`config.mk`:
```
export PLATFORM = sky130hd
export DESIGN_NAME = roman_numeral_converter
export DESIGN_NICKNAME = d
export VERILOG_FILES = /design/src/rtl/rnc_pkg.sv /design/src/rtl/roman_numeral_converter.sv /design/src/rtl/rnc_alu.sv
export SDC_FILE = /design/constraint.sdc
export NUM_CORES = 1
export LEC_CHECK = 0
export BUFFER_PORTS_ARGS = -buffer_cell sky130_fd_sc_hd__buf_2
export CORE_MARGIN = 8
export CORE_UTILIZATION = 45
export DETAILED_ROUTE_END_ITERATION = 6
export PLACE_DENSITY = 0.69
export RECOVER_POWER = 50
export SYNTH_ARGS = -nofsm -noshare
export SYNTH_HDL_FRONTEND = slang
export SYNTH_SLANG_ARGS = --single-unit
export TNS_END_PERCENT = 50
```
`constraint.sdc`:
```
create_clock -name clk -period 8.2 [get_ports clk]
set_input_delay 1.64 -clock clk [delete_from_list [all_inputs] [get_ports clk]]
set_output_delay 1.64 -clock clk [all_outputs]
set_load 0.005 [all_outputs]
```
`src/rtl/rnc_pkg.sv`:
```
package rnc_pkg;

    typedef enum logic [2:0] {
        ST_IDLE,
        ST_ENC_ERR,
        ST_ENC_STEP,
        ST_ENC_SECOND,
        ST_DEC_SCAN,
        ST_DEC_DONE
    } state_t;

    localparam logic       KIND_ENCODE  = 1'b0;
    localparam logic       KIND_DECODE  = 1'b1;

    localparam logic [1:0] STATUS_OK    = 2'd0;
    localparam logic [1:0] STATUS_RANGE = 2'd1;
    localparam logic [1:0] STATUS_BAD   = 2'd2;

    localparam logic [15:0] NUM_MAX     = 16'd3999;
    localparam logic [11:0] VALUE_MAX   = 12'd3999;
    localparam logic [3:0]  ENC_LAST    = 4'd12;
    localparam logic [1:0]  GRP_UNITS   = 2'd3;
    localparam logic [1:0]  GRP_THOU    = 2'd0;

    localparam logic [7:0] CH_NONE = 8'h00;
    localparam logic [7:0] CH_M    = 8'h4D;
    localparam logic [7:0] CH_D    = 8'h44;
    localparam logic [7:0] CH_C    = 8'h43;
    localparam logic [7:0] CH_L    = 8'h4C;
    localparam logic [7:0] CH_X    = 8'h58;
    localparam logic [7:0] CH_V    = 8'h56;
    localparam logic [7:0] CH_I    = 8'h49;

    typedef struct packed {
        logic        sub;
        logic [11:0] a;
        logic [11:0] b;
    } alu_req_t;

    typedef struct packed {
        logic [11:0] res;
        logic        ge;
    } alu_rsp_t;

    typedef struct packed {
        logic       ok;
        logic [3:0] digit;
    } dig_step_t;

    function automatic logic [11:0] enc_val(input logic [3:0] idx);
        case (idx)
            4'd0:    return 12'd1000;
            4'd1:    return 12'd900;
            4'd2:    return 12'd500;
            4'd3:    return 12'd400;
            4'd4:    return 12'd100;
            4'd5:    return 12'd90;
            4'd6:    return 12'd50;
            4'd7:    return 12'd40;
            4'd8:    return 12'd10;
            4'd9:    return 12'd9;
            4'd10:   return 12'd5;
            4'd11:   return 12'd4;
            default: return 12'd1;
        endcase
    endfunction

    function automatic logic [7:0] enc_first(input logic [3:0] idx);
        case (idx)
            4'd0:    return CH_M;
            4'd1:    return CH_C;
            4'd2:    return CH_D;
            4'd3:    return CH_C;
            4'd4:    return CH_C;
            4'd5:    return CH_X;
            4'd6:    return CH_L;
            4'd7:    return CH_X;
            4'd8:    return CH_X;
            4'd9:    return CH_I;
            4'd10:   return CH_V;
            default: return CH_I;
        endcase
    endfunction

    function automatic logic [7:0] enc_second(input logic [3:0] idx);
        case (idx)
            4'd1:    return CH_M;
            4'd3:    return CH_D;
            4'd5:    return CH_C;
            4'd7:    return CH_L;
            4'd9:    return CH_X;
            4'd11:   return CH_V;
            default: return CH_NONE;
        endcase
    endfunction

    function automatic logic [7:0] grp_one(input logic [1:0] g);
        case (g)
            2'd0:    return CH_M;
            2'd1:    return CH_C;
            2'd2:    return CH_X;
            default: return CH_I;
        endcase
    endfunction

    function automatic logic [7:0] grp_five(input logic [1:0] g);
        case (g)
            2'd1:    return CH_D;
            2'd2:    return CH_L;
            2'd3:    return CH_V;
            default: return CH_NONE;
        endcase
    endfunction

    function automatic logic [7:0] grp_ten(input logic [1:0] g);
        case (g)
            2'd1:    return CH_M;
            2'd2:    return CH_C;
            2'd3:    return CH_X;
            default: return CH_NONE;
        endcase
    endfunction

    // digit transition for letter c in group g holding digit d
    function automatic dig_step_t next_digit(input logic [1:0] g, input logic [3:0] d,
                                             input logic [7:0] c);
        dig_step_t r;
        r.ok    = 1'b0;
        r.digit = 4'd0;
        if (c == grp_one(g)) begin
            if (d inside {4'd0, 4'd1, 4'd2, 4'd5, 4'd6, 4'd7}) begin
                r.ok    = 1'b1;
                r.digit = d + 4'd1;
            end
        end else if (grp_five(g) != CH_NONE && c == grp_five(g)) begin
            if (d == 4'd0) begin
                r.ok    = 1'b1;
                r.digit = 4'd5;
            end else if (d == 4'd1) begin
                r.ok    = 1'b1;
                r.digit = 4'd4;
            end
        end else if (grp_ten(g) != CH_NONE && c == grp_ten(g)) begin
            if (d == 4'd1) begin
                r.ok    = 1'b1;
                r.digit = 4'd9;
            end
        end
        return r;
    endfunction

    // step times place value of group g, modulo 4096
    function automatic logic [11:0] grp_delta(input logic [1:0] g, input logic [3:0] step);
        case (g)
            2'd0:    return 12'(step) * 12'd1000;
            2'd1:    return 12'(step) * 12'd100;
            2'd2:    return 12'(step) * 12'd10;
            default: return 12'(step);
        endcase
    endfunction

endpackage

```
`src/rtl/roman_numeral_converter.sv`:
```
// Encode: take the request, then step through the value table with the shared add/subtract unit,
// skipping a table entry or emitting a letter at each step; an out-of-range number gives a range error.
// Decode: take the letter, run the group scan (no scan once the numeral has failed), then a
// finish step. Any result waits while m_axis_tready is low.
// s_axis_tready is high only while the sequencer is idle.
// Reset (rst_n low, asynchronous) clears the decode state, the sequencer and m_axis_tvalid.
module roman_numeral_converter (
    input  logic        clk,
    input  logic        rst_n,
    input  logic        s_axis_tvalid,
    output logic        s_axis_tready,
    input  logic [23:0] s_axis_tdata,   // number_in[15:0], char_in[23:16]
    input  logic        s_axis_tuser,   // kind
    input  logic        s_axis_tlast,   // last_char
    output logic        m_axis_tvalid,
    input  logic        m_axis_tready,
    output logic [23:0] m_axis_tdata,   // char_out[7:0], value_out[19:8], zero[23:20]
    output logic [1:0]  m_axis_tuser,   // status
    output logic        m_axis_tlast    // last
);

    rnc_pkg::state_t   state_reg, state_next;
    logic [3:0]        idx_reg, idx_next;
    logic [11:0]       rem_reg, rem_next;
    logic [1:0]        phase_reg, phase_next;
    logic [3:0]        dig_reg [4];
    logic [11:0]       value_reg, value_next;
    logic              fail_reg, fail_next;
    logic [1:0]        g_reg, g_next;
    logic [7:0]        char_reg, char_next;
    logic              lastc_reg, lastc_next;
    logic              dig_we;
    logic [3:0]        dig_wdata;
    logic              dec_clear;

    logic              m_valid_reg, m_valid_next;
    logic [7:0]        m_char_reg, m_char_next;
    logic [11:0]       m_value_reg, m_value_next;
    logic [1:0]        m_status_reg, m_status_next;
    logic              m_last_reg, m_last_next;

    rnc_pkg::alu_req_t alu_req;
    rnc_pkg::alu_rsp_t alu_rsp;
    rnc_pkg::dig_step_t dstep;

    logic              s_fire;
    logic              can_emit;
    logic              num_bad;
    logic [3:0]        cur_dig;
    logic [3:0]        step;
    logic [7:0]        second_ch;
    logic              dec_good;

    rnc_alu u_alu (
        .req (alu_req),
        .rsp (alu_rsp)
    );

    assign s_axis_tready = (state_reg == rnc_pkg::ST_IDLE);
    assign s_fire        = s_axis_tvalid && s_axis_tready;
    assign can_emit      = !m_valid_reg || m_axis_tready;
    assign num_bad       = (s_axis_tdata[15:0] == 16'd0) || (s_axis_tdata[15:0] > rnc_pkg::NUM_MAX);
    assign cur_dig       = (g_reg == phase_reg) ? dig_reg[g_reg] : 4'd0;
    assign dstep         = rnc_pkg::next_digit(g_reg, cur_dig, char_reg);
    assign step          = dstep.digit - cur_dig;
    assign second_ch     = rnc_pkg::enc_second(idx_reg);
    assign dec_good      = !fail_reg && (value_reg != 12'd0) && (value_reg <= rnc_pkg::VALUE_MAX);

    always_comb
    begin
        alu_req.sub = 1'b1;
        alu_req.a   = rem_reg;
        alu_req.b   = rnc_pkg::enc_val(idx_reg);
        if (state_reg == rnc_pkg::ST_DEC_SCAN)
        begin
            alu_req.sub = 1'b0;
            alu_req.a   = value_reg;
            alu_req.b   = rnc_pkg::grp_delta(g_reg, step);
        end
    end

    // next state
    always_comb
    begin
        state_next = state_reg;
        case (state_reg)
            rnc_pkg::ST_IDLE:
            begin
                if (s_fire)
                begin
                    if (s_axis_tuser == rnc_pkg::KIND_DECODE)
                        state_next = fail_reg ? rnc_pkg::ST_DEC_DONE : rnc_pkg::ST_DEC_SCAN;
                    else
                        state_next = num_bad ? rnc_pkg::ST_ENC_ERR : rnc_pkg::ST_ENC_STEP;
                end
            end
            rnc_pkg::ST_ENC_ERR:
            begin
                if (can_emit)
                    state_next = rnc_pkg::ST_IDLE;
            end
            rnc_pkg::ST_ENC_STEP:
            begin
                if (alu_rsp.ge && can_emit)
                begin
                    if (second_ch != rnc_pkg::CH_NONE)
                        state_next = rnc_pkg::ST_ENC_SECOND;
                    else if (alu_rsp.res == 12'd0)
                        state_next = rnc_pkg::ST_IDLE;
                end
            end
            rnc_pkg::ST_ENC_SECOND:
            begin
                if (can_emit)
                    state_next = (rem_reg == 12'd0) ? rnc_pkg::ST_IDLE : rnc_pkg::ST_ENC_STEP;
            end
            rnc_pkg::ST_DEC_SCAN:
            begin
                if (dstep.ok || g_reg == rnc_pkg::GRP_UNITS)
                    state_next = rnc_pkg::ST_DEC_DONE;
            end
            rnc_pkg::ST_DEC_DONE:
            begin
                if (!lastc_reg || can_emit)
                    state_next = rnc_pkg::ST_IDLE;
            end
            default:
                state_next = rnc_pkg::ST_IDLE;
        endcase
    end

    // datapath and result register
    always_comb
    begin
        idx_next      = idx_reg;
        rem_next      = rem_reg;
        phase_next    = phase_reg;
        value_next    = value_reg;
        fail_next     = fail_reg;
        g_next        = g_reg;
        char_next     = char_reg;
        lastc_next    = lastc_reg;
        dig_we        = 1'b0;
        dig_wdata     = dstep.digit;
        dec_clear     = 1'b0;
        m_valid_next  = m_valid_reg && !m_axis_tready;
        m_char_next   = m_char_reg;
        m_value_next  = m_value_reg;
        m_status_next = m_status_reg;
        m_last_next   = m_last_reg;
        case (state_reg)
            rnc_pkg::ST_IDLE:
            begin
                if (s_fire)
                begin
                    char_next  = s_axis_tdata[23:16];
                    lastc_next = s_axis_tlast;
                    rem_next   = s_axis_tdata[11:0];
                    idx_next   = 4'd0;
                    g_next     = phase_reg;
                end
            end
            rnc_pkg::ST_ENC_ERR:
            begin
                if (can_emit)
                begin
                    m_valid_next  = 1'b1;
                    m_char_next   = rnc_pkg::CH_NONE;
                    m_value_next  = 12'd0;
                    m_status_next = rnc_pkg::STATUS_RANGE;
                    m_last_next   = 1'b1;
                end
            end
            rnc_pkg::ST_ENC_STEP:
            begin
                if (!alu_rsp.ge)
                begin
                    if (idx_reg != rnc_pkg::ENC_LAST)
                        idx_next = idx_reg + 4'd1;
                end
                else if (can_emit)
                begin
                    rem_next      = alu_rsp.res;
                    m_valid_next  = 1'b1;
                    m_char_next   = rnc_pkg::enc_first(idx_reg);
                    m_value_next  = 12'd0;
                    m_status_next = rnc_pkg::STATUS_OK;
                    m_last_next   = (alu_rsp.res == 12'd0) && (second_ch == rnc_pkg::CH_NONE);
                end
            end
            rnc_pkg::ST_ENC_SECOND:
            begin
                if (can_emit)
                begin
                    m_valid_next  = 1'b1;
                    m_char_next   = second_ch;
                    m_value_next  = 12'd0;
                    m_status_next = rnc_pkg::STATUS_OK;
                    m_last_next   = (rem_reg == 12'd0);
                end
            end
            rnc_pkg::ST_DEC_SCAN:
            begin
                if (dstep.ok)
                begin
                    dig_we     = 1'b1;
                    phase_next = g_reg;
                    value_next = alu_rsp.res;
                end
                else if (g_reg == rnc_pkg::GRP_UNITS)
                    fail_next = 1'b1;
                else
                    g_next = g_reg + 2'd1;
            end
            rnc_pkg::ST_DEC_DONE:
            begin
                if (lastc_reg && can_emit)
                begin
                    m_valid_next  = 1'b1;
                    m_char_next   = rnc_pkg::CH_NONE;
                    m_value_next  = dec_good ? value_reg : 12'd0;
                    m_status_next = dec_good ? rnc_pkg::STATUS_OK : rnc_pkg::STATUS_BAD;
                    m_last_next   = 1'b1;
                    dec_clear     = 1'b1;
                    phase_next    = rnc_pkg::GRP_THOU;
                    value_next    = 12'd0;
                    fail_next     = 1'b0;
                end
            end
            default:
            begin
            end
        endcase
    end

    always_ff @(posedge clk or negedge rst_n)
    begin
        if (!rst_n)
        begin
            state_reg    <= rnc_pkg::ST_IDLE;
            phase_reg    <= rnc_pkg::GRP_THOU;
            value_reg    <= 12'd0;
            fail_reg     <= 1'b0;
            m_valid_reg  <= 1'b0;
            for (int i = 0; i < 4; i++)
                dig_reg[i] <= 4'd0;
        end
        else
        begin
            state_reg    <= state_next;
            phase_reg    <= phase_next;
            value_reg    <= value_next;
            fail_reg     <= fail_next;
            m_valid_reg  <= m_valid_next;
            if (dec_clear)
            begin
                for (int i = 0; i < 4; i++)
                    dig_reg[i] <= 4'd0;
            end
            else if (dig_we)
                dig_reg[g_reg] <= dig_wdata;
        end
    end

    always_ff @(posedge clk)
    begin
        idx_reg      <= idx_next;
        rem_reg      <= rem_next;
        g_reg        <= g_next;
        char_reg     <= char_next;
        lastc_reg    <= lastc_next;
        m_char_reg   <= m_char_next;
        m_value_reg  <= m_value_next;
        m_status_reg <= m_status_next;
        m_last_reg   <= m_last_next;
    end

    assign m_axis_tvalid = m_valid_reg;
    assign m_axis_tdata  = {4'd0, m_value_reg, m_char_reg};
    assign m_axis_tuser  = m_status_reg;
    assign m_axis_tlast  = m_last_reg;

    a_scan_not_failed: assert property (@(posedge clk) disable iff (!rst_n)
        state_reg == rnc_pkg::ST_DEC_SCAN |-> !fail_reg)
        else $error("group scan entered with decode already failed");

    a_enc_rem_nonzero: assert property (@(posedge clk) disable iff (!rst_n)
        state_reg == rnc_pkg::ST_ENC_STEP |-> rem_reg != 12'd0)
        else $error("encode step with nothing left");

    a_err_shape: assert property (@(posedge clk) disable iff (!rst_n)
        m_axis_tvalid && m_axis_tuser != rnc_pkg::STATUS_OK
        |-> m_axis_tlast && m_axis_tdata == 24'd0)
        else $error("error result carries data or is not last");

endmodule

```
`src/rtl/rnc_alu.sv`:
```
module rnc_alu (
    input  rnc_pkg::alu_req_t req,
    output rnc_pkg::alu_rsp_t rsp
);

    logic [11:0] b_eff;
    logic [12:0] sum;

    assign b_eff   = req.sub ? ~req.b : req.b;
    assign sum     = {1'b0, req.a} + {1'b0, b_eff} + {12'd0, req.sub};
    assign rsp.res = sum[11:0];
    assign rsp.ge  = sum[12];

endmodule
```
==> results of run 1 <==
area by class of cell:
type / instances / area [µm²]
Timing Repair Buffer: 90 / 516.7
Inverter: 41 / 153.9
Sequential cell: 97 / 2597
Clock buffer: 10 / 229.0
Multi-Input combinational cell: 565 / 4089
Tap cell: 188 / 235.2
Fill cell: 1406 / 7203
Clock inverter: 6 / 65.06
synth_stat cells, types with 17 or more instances:
cell type / n
ha_1: 51
nand2b_1: 19
dfrtp_1: 35
o21ai_0: 47
edfxtp_1: 48
inv_1: 40
clkbuf_1: 21
nand3_1: 26
nand2_1: 98
nor2_1: 40
a21oi_1: 29
and2_1: 17
mux2i_1: 24
worst paths after layout:
check / startpoint / end / slack, ps / cells after the start
min in group asynchronous: rst_n / dig_reg[9] / 1910 / 1
max in group asynchronous: rst_n / value_reg[11] / 5030 / 1
worst max-delay path: g_reg[0] / flip-flop / 290 / 34
worst min-delay path: dig_reg[3] / dig_reg[3] / 520 / 1
worst min register to register: dig_reg[3] / dig_reg[3] / 520 / 1
worst max register to register: g_reg[0] / flip-flop / 290 / 34
routing by layer:
layer	part of all wire, %	track usage (%)	up-vias
met2	45	27.48	203
met4	1.7	6.400	0
met5	0	0	-
met3	7.1	4.172	22
met1	46	24.74	2733
li1	-	-	2789
worst max-delay path: cells and delay by family (launching register included):
family          cells  cell delay, ps
compound gates      9            1440
fa+ha+maj           8            2770
buf+inv             6             600
simple gates        8            2020
mux                 1             270
xor+xnor            2             330
flops               1             350
what timing repair did:
| item | CTS | global route |
|---|---|---|
| pin swaps | 0 | 6 |
| resized for setup | 1 | 21 |
| hold buffers | 0 | 0 |
| endpoints found under the setup margin | 5 | 42 |
| buffers inserted | 1 | 7 |
logic make-up (layout without fill, tap and decap cells):
| family | Yosys count | count (layout) | synth area share, % |
|---|---|---|---|
| other cells | 1 | 6 | 0.05440 |
| mux | 30 | 30 | 5.119 |
| compound gates | 161 | 161 | 15.76 |
| fa+ha+maj | 61 | 61 | 12.16 |
| buf+inv | 76 | 147 | 4.756 |
| flops | 97 | 97 | 37.68 |
| xor+xnor | 28 | 28 | 3.830 |
| simple gates | 279 | 279 | 20.64 |
through the flow:
step	hold slack [ps]	TNS, ps	setup WS [ps]
floorplan	454.5	0	25.59
global placement	497.9	0	175.7
detailed placement	497.7	-22.08	-17.43
CTS	517.9	0	19.97
global route	542.3	-615.3	-67.41
finish	516.3	0	288.2
==> out/results.txt, run 1 <==
Synth top area share -> 20.91%
Die X -> 139.8 µm
via/cell ratio -> 5.764
row count -> 45
DP Area -> 0.007470 mm²
CTS tree -> yes
pin count of the biggest net entering global routing -> 36
CP dominant cell by count -> ha_1
Area Growth Syn to Fin -> 14.41%
Total GRT Usage -> 18.11%
CTS sink count -> 97
worst clock skew -> 11.91 ps
htree depth -> 3
Ys Warns -> 0
ys async rst share -> 36.08%
Max Clock Freq -> 126.4 MHz
post-synthesis sequential area ratio -> 37.68%
Gate Count Post-Synth -> 733
GPL Wtd Cong -> 0.8842
Final Critical Period -> 7912 ps
Starting Density -> 45.68%
final setup violation count -> 0
DRC viols -> 0
Remaining Overflow, GRT -> 0
most common cell after layout, fill and taps aside -> nand2_1
max-slew violations -> 36
DP Cell Count -> 973
WL/cell -> 17.99 µm
# Max-Cap Violations -> 1
Netlist cell types -> 84
CP Capture Type -> flip-flop
final hold vios -> 0
Worst slew margin -> -45.11%
worst-margin pin slew -> 2177 ps
Top FF cell, synth -> edfxtp_1
synthesized area -> 0.006893 mm²
total CTS buffers -> 9
nets -> 895
share of cells above drive strength 1 -> 16.07%
io pins -> 59
die height -> 139.8 µm
Max FO, Critical Path -> 7
CP required -> 8450 ps
DRT Pass-1 Iters -> 5
dpl hpwl -> 13670 µm
status -> complete, but fails checks
initial antenna violation count -> 0
Core Box Area -> 0.01509 mm²
number of antenna diodes -> 0
fin cells -> 997
drt initial violations -> 481
Final Util -> 52.26%
post-route ant nets -> 0
worst min-delay path category -> flip-flop to flip-flop
clock root buffer master -> clkbuf_16
Seq cells post-synth -> 97
PortBufs -> 52
CP max stage cell -> or4b_4
failing checks -> max-capacitance violations, max-slew violations
commonest non-fill, non-tap cells in the layout -> 96 x nand2_1, 49 x ha_1, 48 x edfxtp_1
drt total wl -> 17940 µm
WP data arrival -> 8160 ps
Die ar. -> 0.01953 mm²
design area -> 0.007886 mm²
via count -> 5747
ranking of synthesized cells by area -> edfxtp_1 21%, dfrtp_1 13%, ha_1 9.3%
maximum clock insertion buffer count -> 2
Synth area leader -> edfxtp_1
Critical Path Max Stage Delay -> 550 ps
startpoint types -> flip-flop
kind of critical path -> flip-flop to flip-flop
worst skew pair latency -> 360 ps
Post-Syn Area per Cell -> 9.404 µm²
Post-synth EDFFs -> 48
clock-pin slew on the worst setup and hold paths -> 70 ps
vias in the first global route -> 5431
first-pass GRT wire length -> 28410 µm
Tcrit/Tclk final -> 96.49%
Power of run 1 is not shown: default switching activity piles up to over one toggle a cycle in this logic, so the estimate is an artifact.
==> inputs of run 2 (changes only) <==
PLACE_DENSITY = not set   (was 0.69)
PLACE_DENSITY_LB_ADDON = 0.05   (was not set)
==> out/results.txt, run 2 (synthesis gave the netlist of run 1 again) <==
status -> complete, but fails checks (unchanged)
failing checks -> max-capacitance violations, max-slew violations (unchanged)
cell depth of the worst flop-to-flop path -> 33 (was 34)
max-slew violations -> 36 (unchanged)
post-place setup slack -> -103.7 ps (was -17.43 ps)
kind of critical path -> flip-flop to flip-flop (unchanged)
Final Critical Period -> 7850 ps (was 7912 ps)
CP required -> 8460 ps (was 8450 ps)
GR Layer Usage met2 -> 29.82% (was 27.48%)
pin count of the biggest net entering global routing -> 36 (unchanged)
drt initial violations -> 397 (was 481)
CTS tree -> yes (unchanged)
htree depth -> 3 (unchanged)
most common cell after layout, fill and taps aside -> nand2_1 (unchanged)
share of cells above drive strength 1 -> 18.32% (was 16.07%)
number of antenna diodes -> 0 (unchanged)
Critical Path Max Stage Delay -> 550 ps (about the same)
WP data arrival -> 8110 ps (was 8160 ps)
drt total wl -> 18760 µm (was 17940 µm)
GPL Wtd Cong -> 0.9206 (was 0.8842)
worst skew pair latency -> 360 ps (about the same)
Crit. path cell count -> 33 (was 34)
startpoint types -> flip-flop (unchanged)
vias in the first global route -> 5617 (was 5431)
Starting Density -> 45.68% (unchanged)
total CTS buffers -> 9 (unchanged)
nets -> 905 (was 895)
PortBufs -> 52 (unchanged)
die height -> 139.8 µm (unchanged)
worst path bufs/invs -> 5 (was 6)
worst clock skew -> 7.074 ps (was 11.91 ps)
WL/cell -> 18.63 µm (was 17.99 µm)
gr busiest metal -> met2 (unchanged)
worst-margin pin slew -> 2148 ps (was 2177 ps)
DRC viols -> 0 (unchanged)
maximum clock insertion buffer count -> 2 (unchanged)
CTS sink count -> 97 (unchanged)
commonest non-fill, non-tap cells in the layout -> 96 x nand2_1, 48 x edfxtp_1, 45 x ha_1, 45 x buf_4, 44 x o21ai_0 (was 96 x nand2_1, 49 x ha_1, 48 x edfxtp_1)
io pins -> 59 (unchanged)
CP max stage cell -> mux4_2 (was or4b_4)
fin worst setup slack -> 350.4 ps (was 288.2 ps)
row count -> 45 (unchanged)
Area Growth Syn to Fin -> 16.83% (was 14.41%)
Tcrit/Tclk final -> 95.73% (was 96.49%)
final hold vios -> 0 (unchanged)
met1 GRT Util -> 26.38% (was 24.74%)
initial antenna violation count -> 0 (unchanged)
worst hold slack -> 511.0 ps (was 516.3 ps)
Max Clock Freq -> 127.4 MHz (was 126.4 MHz)
Worst slew margin -> -43.18% (was -45.11%)
# Max-Cap Violations -> 1 (unchanged)
worst min-delay path category -> flip-flop to flip-flop (unchanged)
dpl hpwl -> 14380 µm (was 13670 µm)
Remaining Overflow, GRT -> 0 (unchanged)
post-route ant nets -> 0 (unchanged)
Die X -> 139.8 µm (unchanged)
setup TNS -> 0 ps (unchanged)
M3 GR Usage -> 3.317% (was 4.172%)
clock-pin slew on the worst setup and hold paths -> 70 ps (about the same)
WHS Path Cells -> 1 (unchanged)
final setup violation count -> 0 (unchanged)
Fillers -> 1420 (was 1406)
clock root buffer master -> clkbuf_16 (unchanged)
via/cell ratio -> 5.745 (was 5.764)
first-pass GRT wire length -> 30010 µm (was 28410 µm)
DRT Pass-1 Iters -> 7 (was 5)
CP Capture Type -> flip-flop (unchanged)
via count -> 5785 (was 5747)
Top delay family on crit path -> adder cells (unchanged)
Total GRT Usage -> 19.29% (was 18.11%)
Max FO, Critical Path -> 6 (was 7)
Die ar. -> 0.01953 mm² (unchanged)
Core Box Area -> 0.01509 mm² (unchanged)
-- run 2: changes by cell type in the layout (fill, tap and decap cells not counted), moves of 3 or more --
| cell | change |
|---|---|
| buf_2 | +5 |
| ha_1 | -4 |
| buf_4 | +7 |
| and2_0 | -3 |
| and2_1 | +3 |
| o21ai_0 | -3 |
| o21ai_1 | +3 |
| clkbuf_1 | -5 |
| ha_4 | +3 |
-- run 2: path summary, 6_finish.rpt --
kind / from / end / slack (ps)
min in group asynchronous: rst_n / value_reg[3] / 1900
max in group asynchronous: rst_n / state_reg[2] / 5070
setup / recovery: g_reg[0] / flip-flop / 350
hold reg to reg: flip-flop / m_char_reg[2] / 510
setup reg to reg: g_reg[0] / flip-flop / 350
hold / removal: flip-flop / m_char_reg[2] / 510
-- run 2: layout make-up --
class	instances	area, µm²	area share [%]
sequential	97	2597	32.26
multi-input combinational	565	4141	51.43
tap	188	235.2	2.921
inverter	41	153.9	1.911
clock inverter	7	97.59	1.212
clock buffer	9	225.2	2.797
timing repair buffer	100	601.8	7.474
-- run 2: what timing repair did --
action | in CTS | in global routing
hold buffers | 0 | 0
resized for setup | 1 | 35
hold endpoints to repair | 0 | 0
setup buffers | 3 | 8
pin swaps | 0 | 8
setup endpoints to repair | 13 | 55
-- run 2: per-stage QoR --
stage	utilization, %	cells	area, µm²
final	53.37	1007	8053
after global routing	53.37	1007	8053
after CTS	52.19	999	7875
after detailed placement	49.85	980	7522
after global placement	49.85	980	7522
after floorplan	-	738	6923
-- run 2: layer usage --
| layer | part of all wire, % | vias to the layer above |
|---|---|---|
| li1 | - | 2797 |
| met1 | 47 | 2780 |
| met2 | 45 | 184 |
| met3 | 6.0 | 24 |
| met4 | 2.1 | 0 |
| met5 | 0 | - |
Power of run 2 is left out for the same reason.
